File: config.mk
export PLATFORM = sky130hd
export DESIGN_NAME = kmer_lattice_deposition_flat
export DESIGN_NICKNAME = d
export VERILOG_FILES = /design/src/kld_pkg.sv /design/src/kld_if.sv /design/src/kmer_lattice_deposition.sv /design/src/kld_wrap_unit.sv /design/src/kld_lattice.sv /design/src/kld_ctrl.sv /design/src/flat_wrapper.sv
export SDC_FILE = /design/constraint.sdc
export NUM_CORES = 1
export LEC_CHECK = 0
export BUFFER_PORTS_ARGS = -buffer_cell sky130_fd_sc_hd__buf_2
export CAP_MARGIN = 20
export CELL_PAD_IN_SITES_DETAIL_PLACEMENT = 0
export CELL_PAD_IN_SITES_GLOBAL_PLACEMENT = 1
export CORE_MARGIN = 2
export CORE_UTILIZATION = 52
export DETAILED_ROUTE_END_ITERATION = 8
export GPL_TIMING_DRIVEN = 0
export HOLD_SLACK_MARGIN = 0.12
export PLACE_DENSITY_LB_ADDON = 0.1
export SLEW_MARGIN = 10
export SYNTH_ARGS = -nofsm -noshare
export SYNTH_HDL_FRONTEND = slang
export SYNTH_SLANG_ARGS = --single-unit
File: constraint.sdc
create_clock -name clock -period 13 [get_ports clock]
set_clock_uncertainty 0.2 [all_clocks]
set_input_delay 2.6 -clock clock [delete_from_list [all_inputs] [get_ports clock]]
set_output_delay 2.6 -clock clock [all_outputs]
set_load 0.03 [all_outputs]
File: src/kld_pkg.sv
// Shared types and constants for the k-mer lattice deposition block.
// No dependencies; every other file but kld_wrap_unit refers to it by scoped names.
package kld_pkg;

   localparam int COORD_W = 4;
   localparam int ATT_W   = 16;
   localparam int CNT_W   = 7;

   typedef logic [1:0] mark_type;

   localparam mark_type MARK_EMPTY = 2'd0;
   localparam mark_type MARK_HOR   = 2'd1;
   localparam mark_type MARK_VER   = 2'd2;

   localparam logic FUNC_VER = 1'b1;

   localparam logic [CNT_W-1:0] CNT_MAX = 7'd127;
   localparam logic [ATT_W-1:0] ATT_MAX = 16'hFFFF;

   typedef struct packed {
      logic               func;
      logic [COORD_W-1:0] row;
      logic [COORD_W-1:0] col;
   } req_type;

   typedef struct packed {
      logic               placed;
      logic [ATT_W-1:0]   attempt_number;
      logic [COORD_W-1:0] start_index;
      logic [CNT_W-1:0]   total_placed;
      logic [CNT_W-1:0]   horizontal_placed;
      logic [CNT_W-1:0]   vertical_placed;
   } rsp_type;

   typedef enum logic [2:0] {
      ST_CLEAR,
      ST_IDLE,
      ST_RED_ROW,
      ST_RED_COL,
      ST_READ,
      ST_TEST,
      ST_WRITE,
      ST_FINISH
   } state_type;

endpackage

File: src/kld_if.sv
// Valid/ready channels for deposition requests and their results.
// Depends on kld_pkg for the payload types.
interface kld_req_if;
   logic              valid;
   logic              ready;
   kld_pkg::req_type  data;

   modport source (output valid, output data, input ready);
   modport sink   (input valid, input data, output ready);
endinterface

interface kld_rsp_if;
   logic              valid;
   logic              ready;
   kld_pkg::rsp_type  data;

   modport source (output valid, output data, input ready);
   modport sink   (input valid, input data, output ready);
endinterface

File: src/kmer_lattice_deposition.sv
// K-mer deposition on a periodic ROWS x COLS lattice, one request at a time.
// Row and column reduction, then a read and test of each of the KLEN cells, a write
// of each cell when all were empty, and the result register, loaded once any previous
// result has been taken; the next request is taken in the cycle after the result is
// registered. The lattice memory is read and written one cell per step.
// Synchronous reset starts a clearing pass of all ROWS*COLS cells with no request taken.
module kmer_lattice_deposition #(
   parameter int ROWS = 16,
   parameter int COLS = 16,
   parameter int KLEN = 3
) (
   input  logic        clock,
   input  logic        reset,
   kld_req_if.sink     req_ch,
   kld_rsp_if.source   rsp_ch
);

   localparam int RW = $clog2(ROWS);
   localparam int CW = $clog2(COLS);

   logic [RW-1:0]     rd_row;
   logic [CW-1:0]     rd_col;
   kld_pkg::mark_type rd_mark;
   logic              wr_en;
   logic [RW-1:0]     wr_row;
   logic [CW-1:0]     wr_col;
   kld_pkg::mark_type wr_mark;

   kld_ctrl #(
      .ROWS (ROWS),
      .COLS (COLS),
      .KLEN (KLEN)
   ) u_ctrl (
      .clock   (clock),
      .reset   (reset),
      .req_ch  (req_ch),
      .rsp_ch  (rsp_ch),
      .rd_row  (rd_row),
      .rd_col  (rd_col),
      .rd_mark (rd_mark),
      .wr_en   (wr_en),
      .wr_row  (wr_row),
      .wr_col  (wr_col),
      .wr_mark (wr_mark)
   );

   kld_lattice #(
      .ROWS (ROWS),
      .COLS (COLS)
   ) u_lattice (
      .clock   (clock),
      .rd_row  (rd_row),
      .rd_col  (rd_col),
      .rd_mark (rd_mark),
      .wr_en   (wr_en),
      .wr_row  (wr_row),
      .wr_col  (wr_col),
      .wr_mark (wr_mark)
   );

endmodule

File: src/kld_wrap_unit.sv
// Shared compare-and-subtract unit: reduces a value below a modulus by one step.
// Used for coordinate reduction, wrapped stepping and the clearing sweep.
module kld_wrap_unit #(
   parameter int W = 7
) (
   input  logic [W-1:0] operand,
   input  logic [W-1:0] modulus,
   output logic [W-1:0] result,
   output logic         wrapped
);

   assign wrapped = (operand >= modulus);
   assign result  = wrapped ? (operand - modulus) : operand;

endmodule

File: src/kld_lattice.sv
// Lattice mark memory: one write port and one read port with registered data.
// Depends on kld_pkg for the mark type.
module kld_lattice #(
   parameter int ROWS = 16,
   parameter int COLS = 16
) (
   input  logic                     clock,
   input  logic [$clog2(ROWS)-1:0]  rd_row,
   input  logic [$clog2(COLS)-1:0]  rd_col,
   output kld_pkg::mark_type        rd_mark,
   input  logic                     wr_en,
   input  logic [$clog2(ROWS)-1:0]  wr_row,
   input  logic [$clog2(COLS)-1:0]  wr_col,
   input  kld_pkg::mark_type        wr_mark
);

   kld_pkg::mark_type mem [ROWS][COLS];
   kld_pkg::mark_type rd_mark_ff;

   always_ff @(posedge clock) begin
      if (wr_en) begin
         mem[wr_row][wr_col] <= wr_mark;
      end
      rd_mark_ff <= mem[rd_row][rd_col];
   end

   assign rd_mark = rd_mark_ff;

endmodule

File: src/kld_ctrl.sv
// Sequencer: coordinate reduction, cell-by-cell check and mark, counters, result register.
// Depends on kld_pkg, kld_if and kld_wrap_unit.
module kld_ctrl #(
   parameter int ROWS = 16,
   parameter int COLS = 16,
   parameter int KLEN = 3
) (
   input  logic                     clock,
   input  logic                     reset,
   kld_req_if.sink                  req_ch,
   kld_rsp_if.source                rsp_ch,
   output logic [$clog2(ROWS)-1:0]  rd_row,
   output logic [$clog2(COLS)-1:0]  rd_col,
   input  kld_pkg::mark_type        rd_mark,
   output logic                     wr_en,
   output logic [$clog2(ROWS)-1:0]  wr_row,
   output logic [$clog2(COLS)-1:0]  wr_col,
   output kld_pkg::mark_type        wr_mark
);

   localparam int RW  = $clog2(ROWS);
   localparam int CW  = $clog2(COLS);
   localparam int MW  = $clog2(((ROWS > COLS) ? ROWS : COLS) + 1);
   localparam int WW  = (MW > kld_pkg::COORD_W) ? MW : kld_pkg::COORD_W;
   localparam int KW  = $clog2(KLEN + 1);

   localparam logic [WW-1:0] ROWS_W = WW'(ROWS);
   localparam logic [WW-1:0] COLS_W = WW'(COLS);
   localparam logic [WW-1:0] ONE_W  = WW'(1);
   localparam logic [KW-1:0] KLAST  = KW'(KLEN - 1);

   kld_pkg::state_type            state_ff, state_in;
   logic                          func_ff, func_in;
   logic [WW-1:0]                 row_ff, row_in;
   logic [WW-1:0]                 col_ff, col_in;
   logic [WW-1:0]                 cur_ff, cur_in;
   logic [KW-1:0]                 idx_ff, idx_in;
   logic                          empty_ff, empty_in;
   logic [kld_pkg::ATT_W-1:0]     attempt_ff, attempt_in;
   logic [kld_pkg::CNT_W-1:0]     total_ff, total_in;
   logic [kld_pkg::CNT_W-1:0]     hor_ff, hor_in;
   logic [kld_pkg::CNT_W-1:0]     ver_ff, ver_in;
   logic                          rsp_valid_ff, rsp_valid_in;
   kld_pkg::rsp_type              rsp_data_ff, rsp_data_in;

   logic [WW-1:0]                 unit_op;
   logic [WW-1:0]                 unit_mod;
   logic [WW-1:0]                 unit_res;
   logic                          unit_wrap;
   logic [WW-1:0]                 vrow;
   logic [WW-1:0]                 vcol;
   logic [WW-1:0]                 start_sel;
   logic                          is_vert;
   logic [kld_pkg::CNT_W-1:0]     total_nx;
   logic [kld_pkg::CNT_W-1:0]     hor_nx;
   logic [kld_pkg::CNT_W-1:0]     ver_nx;

   kld_wrap_unit #(.W(WW)) u_wrap (
      .operand (unit_op),
      .modulus (unit_mod),
      .result  (unit_res),
      .wrapped (unit_wrap)
   );

   assign is_vert   = (func_ff == kld_pkg::FUNC_VER);
   assign vrow      = is_vert ? cur_ff : row_ff;
   assign vcol      = is_vert ? col_ff : cur_ff;
   assign start_sel = is_vert ? row_ff : col_ff;
   assign rd_row    = vrow[RW-1:0];
   assign rd_col    = vcol[CW-1:0];

   assign total_nx = (empty_ff && (total_ff != kld_pkg::CNT_MAX))
                     ? total_ff + kld_pkg::CNT_W'(1) : total_ff;
   assign hor_nx   = (empty_ff && !is_vert && (hor_ff != kld_pkg::CNT_MAX))
                     ? hor_ff + kld_pkg::CNT_W'(1) : hor_ff;
   assign ver_nx   = (empty_ff && is_vert && (ver_ff != kld_pkg::CNT_MAX))
                     ? ver_ff + kld_pkg::CNT_W'(1) : ver_ff;

   assign rsp_ch.valid = rsp_valid_ff;
   assign rsp_ch.data  = rsp_data_ff;

   always_ff @(posedge clock) begin
      if (reset) begin
         state_ff     <= kld_pkg::ST_CLEAR;
         row_ff       <= '0;
         col_ff       <= '0;
         attempt_ff   <= '0;
         total_ff     <= '0;
         hor_ff       <= '0;
         ver_ff       <= '0;
         rsp_valid_ff <= 1'b0;
      end else begin
         state_ff     <= state_in;
         row_ff       <= row_in;
         col_ff       <= col_in;
         attempt_ff   <= attempt_in;
         total_ff     <= total_in;
         hor_ff       <= hor_in;
         ver_ff       <= ver_in;
         rsp_valid_ff <= rsp_valid_in;
      end
   end

   always_ff @(posedge clock) begin
      func_ff     <= func_in;
      cur_ff      <= cur_in;
      idx_ff      <= idx_in;
      empty_ff    <= empty_in;
      rsp_data_ff <= rsp_data_in;
   end

   always_comb begin
      state_in     = state_ff;
      func_in      = func_ff;
      row_in       = row_ff;
      col_in       = col_ff;
      cur_in       = cur_ff;
      idx_in       = idx_ff;
      empty_in     = empty_ff;
      attempt_in   = attempt_ff;
      total_in     = total_ff;
      hor_in       = hor_ff;
      ver_in       = ver_ff;
      rsp_data_in  = rsp_data_ff;
      rsp_valid_in = rsp_valid_ff && !rsp_ch.ready;
      req_ch.ready = 1'b0;
      unit_op      = cur_ff + ONE_W;
      unit_mod     = is_vert ? ROWS_W : COLS_W;
      wr_en        = 1'b0;
      wr_row       = vrow[RW-1:0];
      wr_col       = vcol[CW-1:0];
      wr_mark      = is_vert ? kld_pkg::MARK_VER : kld_pkg::MARK_HOR;

      unique case (state_ff)
         kld_pkg::ST_CLEAR: begin
            wr_en    = 1'b1;
            wr_row   = row_ff[RW-1:0];
            wr_col   = col_ff[CW-1:0];
            wr_mark  = kld_pkg::MARK_EMPTY;
            unit_op  = col_ff + ONE_W;
            unit_mod = COLS_W;
            col_in   = unit_res;
            if (unit_wrap) begin
               row_in = row_ff + ONE_W;
               if (row_ff == ROWS_W - ONE_W) begin
                  state_in = kld_pkg::ST_IDLE;
               end
            end
         end
         kld_pkg::ST_IDLE: begin
            req_ch.ready = 1'b1;
            if (req_ch.valid) begin
               func_in  = req_ch.data.func;
               row_in   = WW'(req_ch.data.row);
               col_in   = WW'(req_ch.data.col);
               state_in = kld_pkg::ST_RED_ROW;
            end
         end
         kld_pkg::ST_RED_ROW: begin
            unit_op  = row_ff;
            unit_mod = ROWS_W;
            if (unit_wrap) begin
               row_in = unit_res;
            end else begin
               state_in = kld_pkg::ST_RED_COL;
            end
         end
         kld_pkg::ST_RED_COL: begin
            unit_op  = col_ff;
            unit_mod = COLS_W;
            if (unit_wrap) begin
               col_in = unit_res;
            end else begin
               cur_in   = start_sel;
               idx_in   = '0;
               empty_in = 1'b1;
               state_in = kld_pkg::ST_READ;
            end
         end
         kld_pkg::ST_READ: begin
            state_in = kld_pkg::ST_TEST;
         end
         kld_pkg::ST_TEST: begin
            empty_in = empty_ff && (rd_mark == kld_pkg::MARK_EMPTY);
            cur_in   = unit_res;
            if (idx_ff == KLAST) begin
               idx_in   = '0;
               cur_in   = start_sel;
               state_in = empty_in ? kld_pkg::ST_WRITE : kld_pkg::ST_FINISH;
            end else begin
               idx_in   = idx_ff + KW'(1);
               state_in = kld_pkg::ST_READ;
            end
         end
         kld_pkg::ST_WRITE: begin
            wr_en  = 1'b1;
            cur_in = unit_res;
            if (idx_ff == KLAST) begin
               state_in = kld_pkg::ST_FINISH;
            end else begin
               idx_in = idx_ff + KW'(1);
            end
         end
         kld_pkg::ST_FINISH: begin
            if (!rsp_valid_ff || rsp_ch.ready) begin
               rsp_valid_in                  = 1'b1;
               rsp_data_in.placed            = empty_ff;
               rsp_data_in.attempt_number    = attempt_ff;
               rsp_data_in.start_index       = start_sel[kld_pkg::COORD_W-1:0];
               rsp_data_in.total_placed      = total_nx;
               rsp_data_in.horizontal_placed = hor_nx;
               rsp_data_in.vertical_placed   = ver_nx;
               total_in                      = total_nx;
               hor_in                        = hor_nx;
               ver_in                        = ver_nx;
               if (attempt_ff != kld_pkg::ATT_MAX) begin
                  attempt_in = attempt_ff + kld_pkg::ATT_W'(1);
               end
               state_in = kld_pkg::ST_IDLE;
            end
         end
         default: begin
            state_in = kld_pkg::ST_IDLE;
         end
      endcase
   end

endmodule

File: src/flat_wrapper.sv
// flat-port wrapper written by rule: the top's interface ports become plain ports
module kmer_lattice_deposition_flat 
#(
   parameter int ROWS = 16,
   parameter int COLS = 16,
   parameter int KLEN = 3
)
  (clock, reset, req_ch_valid, req_ch_data, req_ch_ready, rsp_ch_valid, rsp_ch_data, rsp_ch_ready);
  kld_req_if req_ch_i ();
  kld_rsp_if rsp_ch_i ();
  input  logic clock;
  input  logic reset;
  input wire logic [$bits(req_ch_i.valid)-1:0] req_ch_valid;
  input wire logic [$bits(req_ch_i.data)-1:0] req_ch_data;
  output wire logic [$bits(req_ch_i.ready)-1:0] req_ch_ready;
  output wire logic [$bits(rsp_ch_i.valid)-1:0] rsp_ch_valid;
  output wire logic [$bits(rsp_ch_i.data)-1:0] rsp_ch_data;
  input wire logic [$bits(rsp_ch_i.ready)-1:0] rsp_ch_ready;
  assign req_ch_i.valid = req_ch_valid;
  assign req_ch_i.data = req_ch_data;
  assign req_ch_ready = req_ch_i.ready;
  assign rsp_ch_valid = rsp_ch_i.valid;
  assign rsp_ch_data = rsp_ch_i.data;
  assign rsp_ch_i.ready = rsp_ch_ready;
  kmer_lattice_deposition #(.ROWS(ROWS), .COLS(COLS), .KLEN(KLEN)) u_core (.clock(clock), .reset(reset), .req_ch(req_ch_i), .rsp_ch(rsp_ch_i));
endmodule
==> results.ini <==
[place]
place_hpwl_um = 53700
post-place-ws_ns = 7.89
gp_congestion = 0.995
port_buffers = 55

[critical_path]
crit_cells = 9
worst_setup_path_end_kind = flop
startpoint_type = flop
worst-setup-path-type = flop to flop
r2r_slack_ns = 7.81
crit_chain = buf_2 > mux2i_1 > clkbuf_1 > clkbuf_1 > nand2_1 > o32ai_1 > nand2_1 > clkbuf_1 > nor2_1
rr_worst_depth = 9
worst_path_max_delay_cell = clkbuf_1
arrival_ns = 5.30
critPathBufInv = 4
r2r-start = u_core.u_ctrl.cur_ff[0]
timing.rr.end = u_core.u_lattice.mem[14][27]
worstPathMaxFanout = 10
cp-startpoint = u_core.u_ctrl.cur_ff[0]
crit_path_frequent_cell = clkbuf_1
cp_top_family = buffers and inverters
setup.worst_path.end = u_core.u_lattice.mem[14][27]
cp_data_required_time_ns = 13.11
max_stage_delay_ns = 0.75

[clock_tree]
htree_levels = 2
clock_latency_ns = 0.65
ctsResizeCount = 0
cts_hold_buffers = 0
cts_tree = yes
path_clk_slew_ns = 0.06
cts_setup_buffers = 0
cts_max_path_buffers = 3
cts_made_buffers = 61
cts_root_buf = clkbuf_16
cts.sinks = 615

[layout]
area_delta_synth_final_pct = 13.7
layout-drive-gt1-share_pct = 11.0
utilization_pct = 60.2
layout.nets = 2244

[routing]
drt-initial-drc-count = 2209
wl_per_cell_um = 26.1
via_per_inst = 6.09
drtAntennaViolNets = 0
finalWirelength_um = 76600
post-route-drc-count = 0
routed-via-count = 17900
drt_first_pass_iters = 7

[floorplan]
ios = 57
start_util_pct = 53.0
die_w_um = 228
row_count = 81
core-area_um2 = 49200
die_area_um2 = 51900
dieHeight_um = 228

[grt]
first_global_vias = 17000
grt_pass1_wl_um = 111000
antenna_found_initial = 1
grt_max_degree = 134
grt-ovfl-total = 0
grt.total_usage_pct = 29.2

[synth]
synth_seq_cells = 615
synthCells = 2077
async_flop_share_pct = 0
syn_nets = 2100
synth-seq-area-share_pct = 68.9
yosysWarnings = 0
syn-cell-area_um2 = 26000
synth_cell_types = 57
dominantRegCellSynth = edfxtp_1
synth_edf_count = 562
syn_avg_cell_area_um2 = 12.5

[timing]
finalCriticalPeriod_ns = 5.19
final-hold-violation-count = 0
setup_ws_ns = 7.81
whs_ns = 0.287
worst_slew_pin_slew_ns = 1.40
rsz0062_at_grt = no
finalMaxSlewViolations = 0
setup_viol = 0
fin_crit_sh_pct = 39.9
slew_headroom_pct = 4.35
fmax_mhz = 193

[power]
leakagePower_nw = 9.72
p_per_area_nw_per_um2 = 134
peakVddDrop_v = 0.000106
finalPower_w = 0.00397

[hold_path]
min_path_type = flop to flop

[run]
drv_cap = 0

[run_status]
run_status = finished, final reports clean

layout make-up:
| cell class | instances | area, µm² |
|---|---|---|
| clock inverter | 45 | 422 |
| tap | 664 | 831 |
| multi-input combinational | 1308 | 7450 |
| clock buffer | 69 | 1600 |
| buffer | 135 | 594 |
| antenna | 1 | 2.50 |
| inverter | 19 | 78.8 |
| fill | 4012 | 19600 |
| sequential | 615 | 17900 |
| timing repair buffer | 81 | 671 |
metal layers:
| metal | GRT usage [%] | vias to the layer above | wire length (µm) |
|---|---|---|---|
| li1 | - | 7920 | - |
| met4 | 10.0 | 2 | 2420 |
| met5 | 0 | - | 8 |
| met3 | 4.81 | 147 | 7450 |
| met2 | 44.1 | 879 | 34200 |
| met1 | 43.3 | 8938 | 32500 |
stage by stage:
step | area (µm²) | TNS (ns) | std cells
after floorplan | 26000 | 0 | 2077
after global placement | 27100 | -2438.22 | 2796
after detailed placement | 27500 | 0 | 2816
after CTS | 29500 | 0 | 2930
after global routing | 29600 | 0 | 2936
final | 29600 | 0 | 2937
synth_stat cells, drive strengths merged, types with 4 or more instances:
library cell	instances	area, µm²
edfxtp	562	16900
nand2	343	1290
nor2	336	1260
a21oi	94	470
clkbuf	90	338
nand3	87	435
mux2i	76	761
dfxtp	53	1060
buf	45	255
nor3	43	215
a31oi	37	238
a2111oi	33	293
mux4	32	721
o22ai	27	169
o21ai	24	120
xor2	22	193
xnor2	21	184
inv	18	67.6
mux2	12	139
a22oi	10	75.1
ha	10	125
nor4	10	62.6
nand4	9	56.3
or3	9	56.3
nand2b	8	50.1
o221ai	8	70.1
and2	6	37.5
nor2b	6	37.5
and3	5	31.3
o211a	5	50.1
o32ai	5	43.8
o31ai	4	30.0
sequential cells by signal, summed over array words and instances (netlist names), 5 cells and up:
signal and cells:
u_core.u_ctrl.col_ff 5, u_core.u_lattice.mem 512, u_core.u_ctrl.total_ff 7, u_core.u_ctrl.row_ff 5
u_core.u_ctrl.rsp_ch.data 42, u_core.u_ctrl.hor_ff 7, u_core.u_ctrl.ver_ff 7, u_core.u_ctrl.attempt_ff 16
worst min path at each step:
stage,startpoint,depth (start not counted),endpoint,slack (ns)
floorplan,u_core.u_ctrl.attempt_ff[9],0,u_core.u_ctrl.rsp_ch.data[34],0.23
global placement,u_core.u_ctrl.attempt_ff[9],0,u_core.u_ctrl.rsp_ch.data[34],0.27
detailed placement,u_core.u_ctrl.attempt_ff[9],0,u_core.u_ctrl.rsp_ch.data[34],0.27
CTS,u_core.u_ctrl.attempt_ff[14],0,u_core.u_ctrl.rsp_ch.data[39],0.29
global route,u_core.u_ctrl.attempt_ff[9],0,u_core.u_ctrl.rsp_ch.data[34],0.30
finish,u_core.u_ctrl.attempt_ff[14],0,u_core.u_ctrl.rsp_ch.data[39],0.29
power by group:
group	internal [W]	switching [W]	total, W
Sequential	0.00213	0.000000896	0.00213
Combinational	0.0000120	0.0000366	0.0000486
Clock	0.00104	0.000759	0.00180
Total	0.00318	0.000796	0.00397
cell families after synthesis:
logic type	count (synthesis)	synth area share [%]
compound gates	265	6.56
xor+xnor	43	1.45
fa+ha+maj	10	0.481
buf+inv	154	2.55
flops	615	68.9
mux	120	6.23
simple gates	870	13.8
cell usage in the layout, fill, tap and decap left out, types with 9 or more instances in the layout:
cell type / count
nor4_1: 10
inv_1: 17
a2111oi_0: 25
a22oi_1: 10
xnor2_1: 21
clkinv_1: 18
edfxtp_1: 562
o21ai_0: 22
dfxtp_1: 53
a31oi_1: 35
buf_1: 18
clkinv_2: 15
or3_1: 9
mux2_2: 11
nor3_1: 43
xor2_1: 22
a21oi_1: 94
nand3_1: 87
mux2i_1: 76
buf_2: 78
clkbuf_16: 63
nor2_1: 335
mux4_2: 32
ha_1: 10
nand2_1: 343
o22ai_1: 27
clkbuf_1: 95
nand4_1: 9
(Power assumes the default switching activity.)
